<file path="src/rtl/core/aabbpc_pkg.sv">
// shared types and constants for the box pair collision block
// no dependencies; used by aabbpc_pair_test, aabb_pair_collision_mtv and the testbench
package aabbpc_pkg;

	localparam int MAX_ENTITIES = 8;
	localparam int COORD_BITS   = 16;
	localparam int AXES         = 3;

	// world bounds are exact sums, overlaps exact differences
	localparam int WORLD_W = COORD_BITS + 1;
	localparam int OV_W    = COORD_BITS + 2;

	localparam int IDX_W = $clog2(MAX_ENTITIES);
	localparam int CNT_W = $clog2(MAX_ENTITIES + 1);

	// result index and axis fields have fixed widths
	localparam int IDX_OUT_W = 3;
	localparam int AXIS_W    = 2;

	localparam int IN_FIELDS_W  = 3 * AXES * COORD_BITS;
	localparam int IN_TDATA_W   = ((IN_FIELDS_W + 7) / 8) * 8;
	localparam int OUT_FIELDS_W = 2 * IDX_OUT_W + AXIS_W + OV_W;
	localparam int OUT_TDATA_W  = ((OUT_FIELDS_W + 7) / 8) * 8;

	typedef enum logic [AXIS_W-1:0] {
		AXIS_X,
		AXIS_Y,
		AXIS_Z
	} axis_t;

	typedef enum logic [1:0] {
		ST_LOAD,
		ST_WALK,
		ST_FINISH
	} state_t;

	typedef logic signed [WORLD_W-1:0] world_t;
	typedef logic signed [OV_W-1:0]    ov_t;

	// one stored entity: world-space bounds and model flag
	typedef struct packed {
		logic                  model;
		world_t [AXES-1:0]     lo;
		world_t [AXES-1:0]     hi;
	} entry_t;

	// outcome of one pair test
	typedef struct packed {
		logic              hit;
		ov_t [AXES-1:0]    ov;
	} pair_res_t;

	// walk token traveling beside the memory read data
	typedef struct packed {
		logic             valid;
		logic             pair;
		logic             fin;
		logic [IDX_W-1:0] i;
		logic [IDX_W-1:0] j;
	} token_t;

	typedef struct packed {
		logic [IDX_OUT_W-1:0] first;
		logic [IDX_OUT_W-1:0] second;
		axis_t                axis;
		ov_t                  amount;
	} result_t;

endpackage

</file>
<file path="src/rtl/core/aabb_pair_collision_mtv.sv">
// 3d box broad phase: loads boxes, walks all pairs, emits translation vectors
// load: one entity per cycle, no result; a final one starts a walk over all n*(n-1)/2 pairs and a
// closing token; hits wait for the next hit or the close, last result via tok_s1, tok_s2, out reg
// throughput: one pair per cycle set by the two-port entity memory read; stalls downstream
// hold the whole walk pipeline; no entity is taken while a walk is being issued
// reset: arst_n asynchronous active low clears count, walk state and output valid; memory not cleared
module aabb_pair_collision_mtv (
	input  logic                                clk,
	input  logic                                arst_n,
	// entity requests
	input  logic                                s_axis_tvalid,
	output logic                                s_axis_tready,
	// pos_x, pos_y, pos_z, lo_x, lo_y, lo_z, hi_x, hi_y, hi_z (16 bits each)
	input  logic [aabbpc_pkg::IN_TDATA_W-1:0]   s_axis_tdata,
	// has_model
	input  logic                                s_axis_tuser,
	// final_entity
	input  logic                                s_axis_tlast,
	// result requests
	output logic                                m_axis_tvalid,
	input  logic                                m_axis_tready,
	// first_index (3), second_index (3), mtv_axis (2), mtv_amount (18), zero fill
	output logic [aabbpc_pkg::OUT_TDATA_W-1:0]  m_axis_tdata,
	// no_hit
	output logic                                m_axis_tuser,
	// last_pair
	output logic                                m_axis_tlast
);

	localparam int CW = aabbpc_pkg::COORD_BITS;
	localparam int NA = aabbpc_pkg::AXES;

	// walk sequencer state
	aabbpc_pkg::state_t                  state_q, state_d;
	logic [aabbpc_pkg::CNT_W-1:0]        cnt_q, cnt_d, cnt_inc;
	logic [aabbpc_pkg::CNT_W-1:0]        n_q, n_d;
	logic [aabbpc_pkg::IDX_W-1:0]        i_q, i_d, j_q, j_d;
	aabbpc_pkg::token_t                  tok_d, tok_s1, tok_s2;

	// entity memory and its registered read ports
	aabbpc_pkg::entry_t                  mem_q [aabbpc_pkg::MAX_ENTITIES];
	aabbpc_pkg::entry_t                  wr_entry;
	aabbpc_pkg::entry_t                  ent_a_s1, ent_b_s1;
	aabbpc_pkg::pair_res_t               pt_res, res_s2;

	// result path: one held-back result so the final one can carry last
	aabbpc_pkg::result_t                 new_res, pend_q, out_q;
	logic                                pend_v_q;
	logic                                out_v_q, out_last_q, out_nohit_q;

	logic                                adv;
	logic                                accept;
	logic                                store_en;
	logic                                hit_s2;

	// the whole walk pipeline moves only when the output register is free
	assign adv           = !out_v_q || m_axis_tready;
	assign s_axis_tready = (state_q == aabbpc_pkg::ST_LOAD);
	assign accept        = s_axis_tvalid && s_axis_tready;
	// a full store drops the entity, a final one still starts the walk
	assign store_en      = accept && (cnt_q < aabbpc_pkg::CNT_W'(aabbpc_pkg::MAX_ENTITIES));
	assign cnt_inc       = store_en ? cnt_q + aabbpc_pkg::CNT_W'(1) : cnt_q;

	// world bounds are formed once at load time
	always_comb begin
		logic signed [CW-1:0] p_v, l_v, h_v;
		wr_entry       = '0;
		wr_entry.model = s_axis_tuser;
		for (int ax = 0; ax < NA; ax++) begin
			p_v = $signed(s_axis_tdata[ax*CW +: CW]);
			l_v = $signed(s_axis_tdata[(NA+ax)*CW +: CW]);
			h_v = $signed(s_axis_tdata[(2*NA+ax)*CW +: CW]);
			wr_entry.lo[ax] = aabbpc_pkg::WORLD_W'(p_v) + aabbpc_pkg::WORLD_W'(l_v);
			wr_entry.hi[ax] = aabbpc_pkg::WORLD_W'(p_v) + aabbpc_pkg::WORLD_W'(h_v);
		end
	end

	// writes happen only while loading and reads only while walking,
	// so the state machine keeps the two from touching the same entry
	always_ff @(posedge clk) begin
		if (store_en)
			mem_q[cnt_q[aabbpc_pkg::IDX_W-1:0]] <= wr_entry;
	end

	always_ff @(posedge clk) begin
		if (adv && (state_q == aabbpc_pkg::ST_WALK)) begin
			ent_a_s1 <= mem_q[i_q];
			ent_b_s1 <= mem_q[j_q];
		end
	end

	// pair walk: i from 0, j from i+1, both below the entity count
	always_comb begin
		state_d = state_q;
		cnt_d   = cnt_q;
		n_d     = n_q;
		i_d     = i_q;
		j_d     = j_q;
		tok_d   = '0;
		case (state_q)
			aabbpc_pkg::ST_LOAD: begin
				if (accept) begin
					cnt_d = cnt_inc;
					if (s_axis_tlast) begin
						n_d = cnt_inc;
						i_d = '0;
						j_d = aabbpc_pkg::IDX_W'(1);
						// fewer than two entries means no pair at all
						if (cnt_inc >= aabbpc_pkg::CNT_W'(2))
							state_d = aabbpc_pkg::ST_WALK;
						else
							state_d = aabbpc_pkg::ST_FINISH;
					end
				end
			end
			aabbpc_pkg::ST_WALK: begin
				if (adv) begin
					tok_d.valid = 1'b1;
					tok_d.pair  = 1'b1;
					tok_d.i     = i_q;
					tok_d.j     = j_q;
					if (aabbpc_pkg::CNT_W'(j_q) == n_q - aabbpc_pkg::CNT_W'(1)) begin
						if (aabbpc_pkg::CNT_W'(i_q) + aabbpc_pkg::CNT_W'(2) == n_q) begin
							state_d = aabbpc_pkg::ST_FINISH;
						end else begin
							i_d = i_q + aabbpc_pkg::IDX_W'(1);
							j_d = i_q + aabbpc_pkg::IDX_W'(2);
						end
					end else begin
						j_d = j_q + aabbpc_pkg::IDX_W'(1);
					end
				end
			end
			aabbpc_pkg::ST_FINISH: begin
				// closing token flushes the held result or makes the no-hit one
				if (adv) begin
					tok_d.valid = 1'b1;
					tok_d.fin   = 1'b1;
					cnt_d       = '0;
					state_d     = aabbpc_pkg::ST_LOAD;
				end
			end
			default: begin
				state_d = aabbpc_pkg::ST_LOAD;
			end
		endcase
	end

	always_ff @(posedge clk or negedge arst_n) begin
		if (!arst_n) begin
			state_q <= aabbpc_pkg::ST_LOAD;
			cnt_q   <= '0;
			n_q     <= '0;
			i_q     <= '0;
			j_q     <= '0;
		end else begin
			state_q <= state_d;
			cnt_q   <= cnt_d;
			n_q     <= n_d;
			i_q     <= i_d;
			j_q     <= j_d;
		end
	end

	// stage 1 holds read data, stage 2 the pair test outcome
	always_ff @(posedge clk or negedge arst_n) begin
		if (!arst_n) begin
			tok_s1 <= '0;
			tok_s2 <= '0;
		end else if (adv) begin
			tok_s1 <= tok_d;
			tok_s2 <= tok_s1;
		end
	end

	aabbpc_pair_test u_pair_test (
		.ent_a (ent_a_s1),
		.ent_b (ent_b_s1),
		.res   (pt_res)
	);

	always_ff @(posedge clk) begin
		if (adv)
			res_s2 <= pt_res;
	end

	// axis of least magnitude; x only when strictly least, else y, and a y/z tie goes to z
	always_comb begin
		logic [aabbpc_pkg::OV_W-1:0] mag [NA];
		for (int ax = 0; ax < NA; ax++)
			mag[ax] = res_s2.ov[ax][aabbpc_pkg::OV_W-1] ? -res_s2.ov[ax] : res_s2.ov[ax];
		new_res        = '0;
		new_res.first  = aabbpc_pkg::IDX_OUT_W'(tok_s2.i);
		new_res.second = aabbpc_pkg::IDX_OUT_W'(tok_s2.j);
		if ((mag[0] < mag[1]) && (mag[0] < mag[2])) begin
			new_res.axis   = aabbpc_pkg::AXIS_X;
			new_res.amount = res_s2.ov[0];
		end else if (mag[1] < mag[2]) begin
			new_res.axis   = aabbpc_pkg::AXIS_Y;
			new_res.amount = res_s2.ov[1];
		end else begin
			new_res.axis   = aabbpc_pkg::AXIS_Z;
			new_res.amount = res_s2.ov[2];
		end
	end

	assign hit_s2 = tok_s2.valid && tok_s2.pair && res_s2.hit;

	// a hit is held until the next hit or the closing token shows whether it is last
	always_ff @(posedge clk or negedge arst_n) begin
		if (!arst_n) begin
			pend_v_q    <= 1'b0;
			pend_q      <= '0;
			out_v_q     <= 1'b0;
			out_q       <= '0;
			out_last_q  <= 1'b0;
			out_nohit_q <= 1'b0;
		end else if (adv) begin
			out_v_q <= 1'b0;
			if (hit_s2) begin
				if (pend_v_q) begin
					out_v_q     <= 1'b1;
					out_q       <= pend_q;
					out_last_q  <= 1'b0;
					out_nohit_q <= 1'b0;
				end
				pend_q   <= new_res;
				pend_v_q <= 1'b1;
			end else if (tok_s2.valid && tok_s2.fin) begin
				out_v_q    <= 1'b1;
				out_last_q <= 1'b1;
				pend_v_q   <= 1'b0;
				if (pend_v_q) begin
					out_q       <= pend_q;
					out_nohit_q <= 1'b0;
				end else begin
					out_q       <= '0;
					out_nohit_q <= 1'b1;
				end
			end
		end
	end

	assign m_axis_tvalid = out_v_q;
	assign m_axis_tdata  = aabbpc_pkg::OUT_TDATA_W'({out_q.amount, out_q.axis,
		out_q.second, out_q.first});
	assign m_axis_tuser  = out_nohit_q;
	assign m_axis_tlast  = out_last_q;

	// a no-hit result always closes its run
	a_nohit_is_last: assert property (@(posedge clk) disable iff (!arst_n)
		m_axis_tvalid && m_axis_tuser |-> m_axis_tlast)
		else $error("no-hit result without last");

	a_count_bound: assert property (@(posedge clk) disable iff (!arst_n)
		cnt_q <= aabbpc_pkg::CNT_W'(aabbpc_pkg::MAX_ENTITIES))
		else $error("entity count beyond store depth");

	// walk indices stay ordered and inside the loaded set
	a_walk_order: assert property (@(posedge clk) disable iff (!arst_n)
		state_q == aabbpc_pkg::ST_WALK |->
			(j_q > i_q) && (aabbpc_pkg::CNT_W'(j_q) < n_q))
		else $error("pair walk indices out of order or range");

	// the closing token always produces the last result and empties the hold register
	a_close_run: assert property (@(posedge clk) disable iff (!arst_n)
		adv && tok_s2.valid && tok_s2.fin |=> !pend_v_q && m_axis_tvalid && m_axis_tlast)
		else $error("walk closed without final result");

endmodule

</file>
<file path="src/rtl/core/aabbpc_pair_test.sv">
// overlap test and per-axis overlap amounts for one pair of stored boxes
// depends on aabbpc_pkg
module aabbpc_pair_test (
	input  aabbpc_pkg::entry_t    ent_a,
	input  aabbpc_pkg::entry_t    ent_b,
	output aabbpc_pkg::pair_res_t res
);

	always_comb begin
		logic                      hit_v;
		logic signed [aabbpc_pkg::WORLD_W-1:0] a_lo, a_hi, b_lo, b_hi;
		logic signed [aabbpc_pkg::OV_W-1:0]    d_ab, d_ba, ov_v;
		hit_v = ent_a.model & ent_b.model;
		res   = '0;
		for (int ax = 0; ax < aabbpc_pkg::AXES; ax++) begin
			a_lo = $signed(ent_a.lo[ax]);
			a_hi = $signed(ent_a.hi[ax]);
			b_lo = $signed(ent_b.lo[ax]);
			b_hi = $signed(ent_b.hi[ax]);
			// inclusive test on each axis
			if (!((a_hi >= b_lo) && (a_lo <= b_hi)))
				hit_v = 1'b0;
			d_ab = aabbpc_pkg::OV_W'(a_hi) - aabbpc_pkg::OV_W'(b_lo);
			d_ba = aabbpc_pkg::OV_W'(b_hi) - aabbpc_pkg::OV_W'(a_lo);
			ov_v = (d_ab < d_ba) ? d_ab : d_ba;
			// y overlap is reported negated
			if (aabbpc_pkg::axis_t'(ax) == aabbpc_pkg::AXIS_Y)
				res.ov[ax] = -ov_v;
			else
				res.ov[ax] = ov_v;
		end
		res.hit = hit_v;
	end

endmodule

</file>
<file path="config.mk">
export PLATFORM = sky130hd
export DESIGN_NAME = aabb_pair_collision_mtv
export DESIGN_NICKNAME = d
export VERILOG_FILES = /design/src/rtl/core/aabbpc_pkg.sv /design/src/rtl/core/aabb_pair_collision_mtv.sv /design/src/rtl/core/aabbpc_pair_test.sv
export SDC_FILE = /design/constraint.sdc
export NUM_CORES = 2
export LEC_CHECK = 0
export BUFFER_PORTS_ARGS = -buffer_cell sky130_fd_sc_hd__buf_2
export CORE_MARGIN = 2
export CORE_UTILIZATION = 55
export DETAILED_ROUTE_END_ITERATION = 8
export PLACE_DENSITY = 0.75
export RECOVER_POWER = 100
export SYNTH_ARGS = -nofsm -noshare
export SYNTH_HDL_FRONTEND = slang
export SYNTH_SLANG_ARGS = --single-unit
</file>
<file path="constraint.sdc">
create_clock -name clk -period 11.2 [get_ports clk]
set_input_delay 0.56 -clock clk [delete_from_list [all_inputs] [get_ports clk]]
set_output_delay 0.56 -clock clk [all_outputs]
set_load 0.01 [all_outputs]
</file>
**Word-level counts from Yosys, hierarchy flattened**

Memories as Yosys holds them, arrays and structs flattened. A register that Yosys moved wholly into a read port is not among the register bits.
Cells that the tools add are included.

- Add/sub/neg operators: 22
- Magnitude comparators: 14
- Equal/unequal tests: 13
- Muxes and demuxes: 53
- Bitwise gates (word level): 1
- Reduce and logical (&&, ||, !) cells: 26

Operators with widths:

| operator | count |
|---|---|
| $lt 18x18->1 | 6 |
| $mux 18 | 6 |
| $sub 17x17->18 | 6 |
| $mux 26 | 4 |
| $add 16x16->17 | 6 |
| $neg 18->18 | 4 |
| $ge 17x17->1 | 3 |
| $le 17x17->1 | 3 |
| $mux 20 | 2 |
| $mux 3 | 10 |
| $mux 1 | 16 |
| $mux 2 | 7 |
| $mux 4 | 3 |
| $pmux 3 s2 | 2 |
| $reduce_and 3->1 | 4 |
| $reduce_and 6->1 | 2 |
| $logic_and 1x1->1 | 10 |
| $ne 2x1->1 const B | 4 |
| $ne 2x2->1 const B | 4 |
| $pmux 4 s2 | 1 |
| $add 3x1->3 const B | 2 |
| $mux 6 | 1 |
| $pmux 2 s3 | 1 |
| $reduce_bool 2->1 | 3 |
| 18 further kinds | 19 |

- Flip-flop bits (word level): 145
- Memory bits (writable): 824
- Output and inout port bits: 36
- Word-level logic and storage cells: 161
- Memories kept: 1

Memories:

| memory | depth | bits a word | read ports | clocked after Yosys merged registers in | write ports | line | text |
|---|---|---|---|---|---|---|---|
| mem_q | 8 | 103 | 2 | 2 | 1 | aabb_pair_collision_mtv.sv:41 | `aabbpc_pkg::entry_t mem_q [aabbpc_pkg::MAX_ENTITIES];` |

**Longest topological paths before layout**

- Word-level depth: 9
- Gate-level depth with buffers: 28

**Cells and area by module**

A second synthesis with hierarchy kept.

- Cells, all modules: 4260
- Area total of the unflattened synthesis: 63009.2 um2

Modules (own cells, without submodules):

| module | times used | cells each | area an instance (um2) |
|---|---|---|---|
| aabb_pair_collision_mtv | 1 | 3166 | 55358.1 |
| aabbpc_pair_test | 1 | 1094 | 7651.1 |

**Worst setup path before layout**

OpenSTA, ideal clock, no wires.

- Path type: flip-flop to flip-flop
- Start: register state_q[0]
- End: memory mem_q[0][0] in the netlist's numbering (enable)
- Library setup time: 817 ps
- Arrival: 11021 ps
- Data required time: 10383 ps
- Path slack: -639 ps
- Cell stages (with the launch flop): 8
- Buffers on the path: 1
- Clock period less this slack: 11839 ps
- Path through: dfrtp_1 inv_1 ha_1 clkbuf_1 inv_1 nor2_1 nand2_1 nor4_1

- Cells in the longest elaborated chain, start to end: 5

RTL lines:

| item | line | text |
|---|---|---|
| start: declaration | aabb_pair_collision_mtv.sv:34 | `aabbpc_pkg::state_t state_q, state_d;` |
| start signal: assignment | aabb_pair_collision_mtv.sv:151 | `state_q <= aabbpc_pkg::ST_LOAD;` |
| start signal: assignment | aabb_pair_collision_mtv.sv:157 | `state_q <= state_d;` |
| $logic_not 2->1 | aabb_pair_collision_mtv.sv:58 | `assign s_axis_tready = (state_q == aabbpc_pkg::ST_LOAD);` |
| named net s_axis_tready | aabb_pair_collision_mtv.sv:12 | `output logic s_axis_tready,` |
| $logic_and 1x1->1 | aabb_pair_collision_mtv.sv:59 | `assign accept = s_axis_tvalid && s_axis_tready;` |
| $logic_and 1x1->1 | aabb_pair_collision_mtv.sv:61 | `assign store_en = accept && (cnt_q < aabbpc_pkg::CNT_W'(aabbpc_pkg::MAX_ENTITIES));` |
| $mux 1 | aabb_pair_collision_mtv.sv:81 | `if (store_en)` |
| $mux 1 (not written as such) | aabb_pair_collision_mtv.sv:82 | `mem_q[cnt_q[aabbpc_pkg::IDX_W-1:0]] <= wr_entry;` |
| end: declaration | aabb_pair_collision_mtv.sv:41 |  |

The timed path passes the listed nets, and every way through them passes these cells.

**Final worst setup path**

- Start: register state_q[0]
- End: memory mem_q[4][26] in the netlist's numbering (enable)

- Cells in the longest elaborated chain, start to end: 5

RTL lines:

| item | line |
|---|---|
| $logic_not 2->1 | aabb_pair_collision_mtv.sv:58 |
| $logic_and 1x1->1 | aabb_pair_collision_mtv.sv:59 |
| $logic_and 1x1->1 | aabb_pair_collision_mtv.sv:61 |
| $mux 1 | aabb_pair_collision_mtv.sv:81 |
| $mux 1 (not written as such) | aabb_pair_collision_mtv.sv:82 |

Every way passes these cells.

==> impl_metrics.ini <==
[timing]
fin_skew_ns = 0.0306
final-hold-violation-count = 0
grt_setup_unrepaired = false
setup_tns_ns = 0
setup_violations = 0
slew_headroom = -4.27
whs_ns = 0.222
min_period_over_period = 0.742
final_max_slew_viol_count = 1721
finalCriticalPeriod_ns = 8.31
fmax_mhz = 120
tightest_slew_ns = 7.90

[routing]
avgRoutedWirePerCell_um = 24.4
drtPass1Iterations = 7
num_vias = 37200
initialDrtViolationCount = 3520
drc = 0
vias_per_cell = 6.26
postRouteAntennaNets = 0
drt-total-wl_um = 145000

[critical_path]
worstPathArrival_ns = 8.40
worstPathRequired_ns = 11.29
criticalPathCategory = register to register
end_kind = register
cp_max_fo = 103
rr_worst_depth = 7
cp_slowest_cell = clkdlybuf4s25_1
rr_startpoint = state_q[0]
r2r_setup_slack_ns = 2.89
slowest_delay_ns = 5.56
r2r-end = mem_q[4][26]
cp-start-kind = register
path_cells = inv_1 -> ha_1 -> inv_1 -> nor3_1 -> nand2_1 -> nor3_1 -> clkdlybuf4s25_1

[place]
place.gp.congestion = 0.896
place_area_um2 = 65100
placed_cells_incl_taps = 5725
io_buffer_count = 179
dp_hpwl_um = 92300

[floorplan]
rows = 123
floorplan.initialDensity = 0.555
die_w_um = 341
boundaryPins = 186
die_height_um = 341
coreArea_um2 = 112000
dieArea_um2 = 116000

[global_route]
grt_usage = 0.252
antenna_found_initial = 2
gr-total-overflow = 0
grt_pass1_wl_um = 223000
grt_max_degree = 104
grt_pass1_vias = 37800

[layout]
utilization = 0.610
area_delta_synth_final_pct = 10.0
stdcell_area_um2 = 68600
most-common-layout-cells = edfxtp_1, mux4_2, ha_1, inv_1, nand2_1
fin_nets = 4822
num_antenna_cells = 0
drive_gt1_frac = 0.208
final_common_cell = edfxtp_1
fillerInstances = 8208
final_cells = 5943

[logic_synthesis]
synthCells = 4158
async_flop_share = 0.0766
ys_ff_latch = 1175
netlist_area_um2 = 62400
synth-warning-count = 0
postSynthAreaPerCell_um2 = 15.0
synth_top_area_frac = 0.522
synthFlopType = edfxtp_1
yosys.area.top_type = edfxtp_1
synth_edf_count = 1085
ys_types = 89
ys_seq_area_frac = 0.558
synth_area_leaders = edfxtp_1, mux4_2, ha_1

[clock_network]
cts_tree = done
postCtsSetupBuffers = 0
clock_sinks = 1175
ctsHoldBuffers = 1
insertion_delay_ns = 0.72
root_buffer = clkbuf_16
numCtsBuffers = 117
cts.path.max_buffers = 3
htreeDepth = 3
cts_resized = 0
clk_pin_slew_worst_paths_ns = 0.06

[pwr]
leakagePower_nw = 24.7
peakVddDrop_mv = 0.264
pwr_density_cell_nw_per_um2 = 228

[run_status]
outcome = finished with violations
violations = capacitance limit, slew limit

[worst_hold_path]
hold_path.startpoint = s_axis_tuser
hold_path_end = mem_q[1][102]
holdCritPathClass = input pin to register
hold_depth = 1

[run]
cap_viol_max_count = 36
==> worst max-delay path, delay by kind of cell, from the launching register on <==
family	cells	cell delay, ns
buf+inv	3	5.81
fa+ha+maj	1	0.40
flops	1	0.38
simple gates	3	0.92
==> power breakdown <==
group	total (mW)	internal [mW]	switching (mW)	leakage (nW)
Combinational	5.72	2.70	3.01	11.7
Sequential	6.04	5.60	0.440	11.1
Clock	3.92	2.27	1.66	1.87
==> stage by stage <==
stage / power [mW] / setup slack, ns
finish: 15.7 / 2.89
floorplan: 10.2 / 1.96
global route: 16.5 / 2.20
detailed placement: 11.7 / 4.89
CTS: 15.7 / 4.85
global placement: 11.6 / 4.99
==> cell type report <==
type,count,area (µm²),area share
Clock buffer,138,3090,0.0450
Clock inverter,79,752,0.0110
Inverter,278,1040,0.0152
Multi-Input combinational cell,2546,25900,0.377
Sequential cell,1175,34800,0.508
Tap cell,1500,1880,0.0273
Timing Repair Buffer,227,1120,0.0164
==> logic make-up (layout without fill, tap and decap cells) <==
kind of cell    after synthesis  count (layout)  share of synthesized area
flops                      1175            1175                      0.558
simple gates                697             697                     0.0543
mux                         694             694                      0.199
compound gates              607             607                     0.0643
buf+inv                     442             722                     0.0270
fa+ha+maj                   328             328                     0.0672
xor+xnor                    214             214                     0.0302
other cells                   1               6                  0.0000601
==> registers in the layout, indices dropped and copies added, names as in the netlist <==
| signal | cells |
|---|---|
| cnt_q | 4 |
| ent_a_s1 | 103 |
| ent_b_s1 | 103 |
| i_q | 3 |
| j_q | 3 |
| m_axis_tdata | 26 |
| m_axis_tlast | 1 |
| m_axis_tuser | 1 |
| m_axis_tvalid | 1 |
| mem_q | 824 |
| n_q | 4 |
| new_res | 6 |
| pend_q | 26 |
| pend_v_q | 1 |
| res_s2 | 55 |
| state_q | 2 |
| tok_s1 | 9 |
| tok_s2 | 3 |
==> layer usage <==
layer,wire length (µm),global-route usage,vias up
met2,72900,0.426,1337
met1,59600,0.349,19000
met4,2600,0.0562,4
li1,-,-,16700
met5,23,0,-
met3,10100,0.0357,194
==> worst max path at each step <==
stage	from	end	depth (start not counted)
floorplan	state_q[0]	mem_q[4][0]	7
global placement	ent_a_s1[68]	res_s2[34]	24
detailed placement	ent_a_s1[68]	res_s2[34]	25
CTS	ent_a_s1[68]	res_s2[34]	25
global route	j_q[0]	ent_b_s1[26]	4
finish	state_q[0]	mem_q[4][26]	7
==> cell usage after synthesis, types with 72 or more instances <==
cell type	instances
ha_1	315
nor2_1	171
mux2_2	232
a21oi_1	136
clkbuf_1	96
dfrtp_1	90
inv_1	278
edfxtp_1	1085
o21ai_0	155
mux4_2	412
xnor2_1	150
nand2_1	209
a21o_1	72
Power figures use the tool's default switching activity.
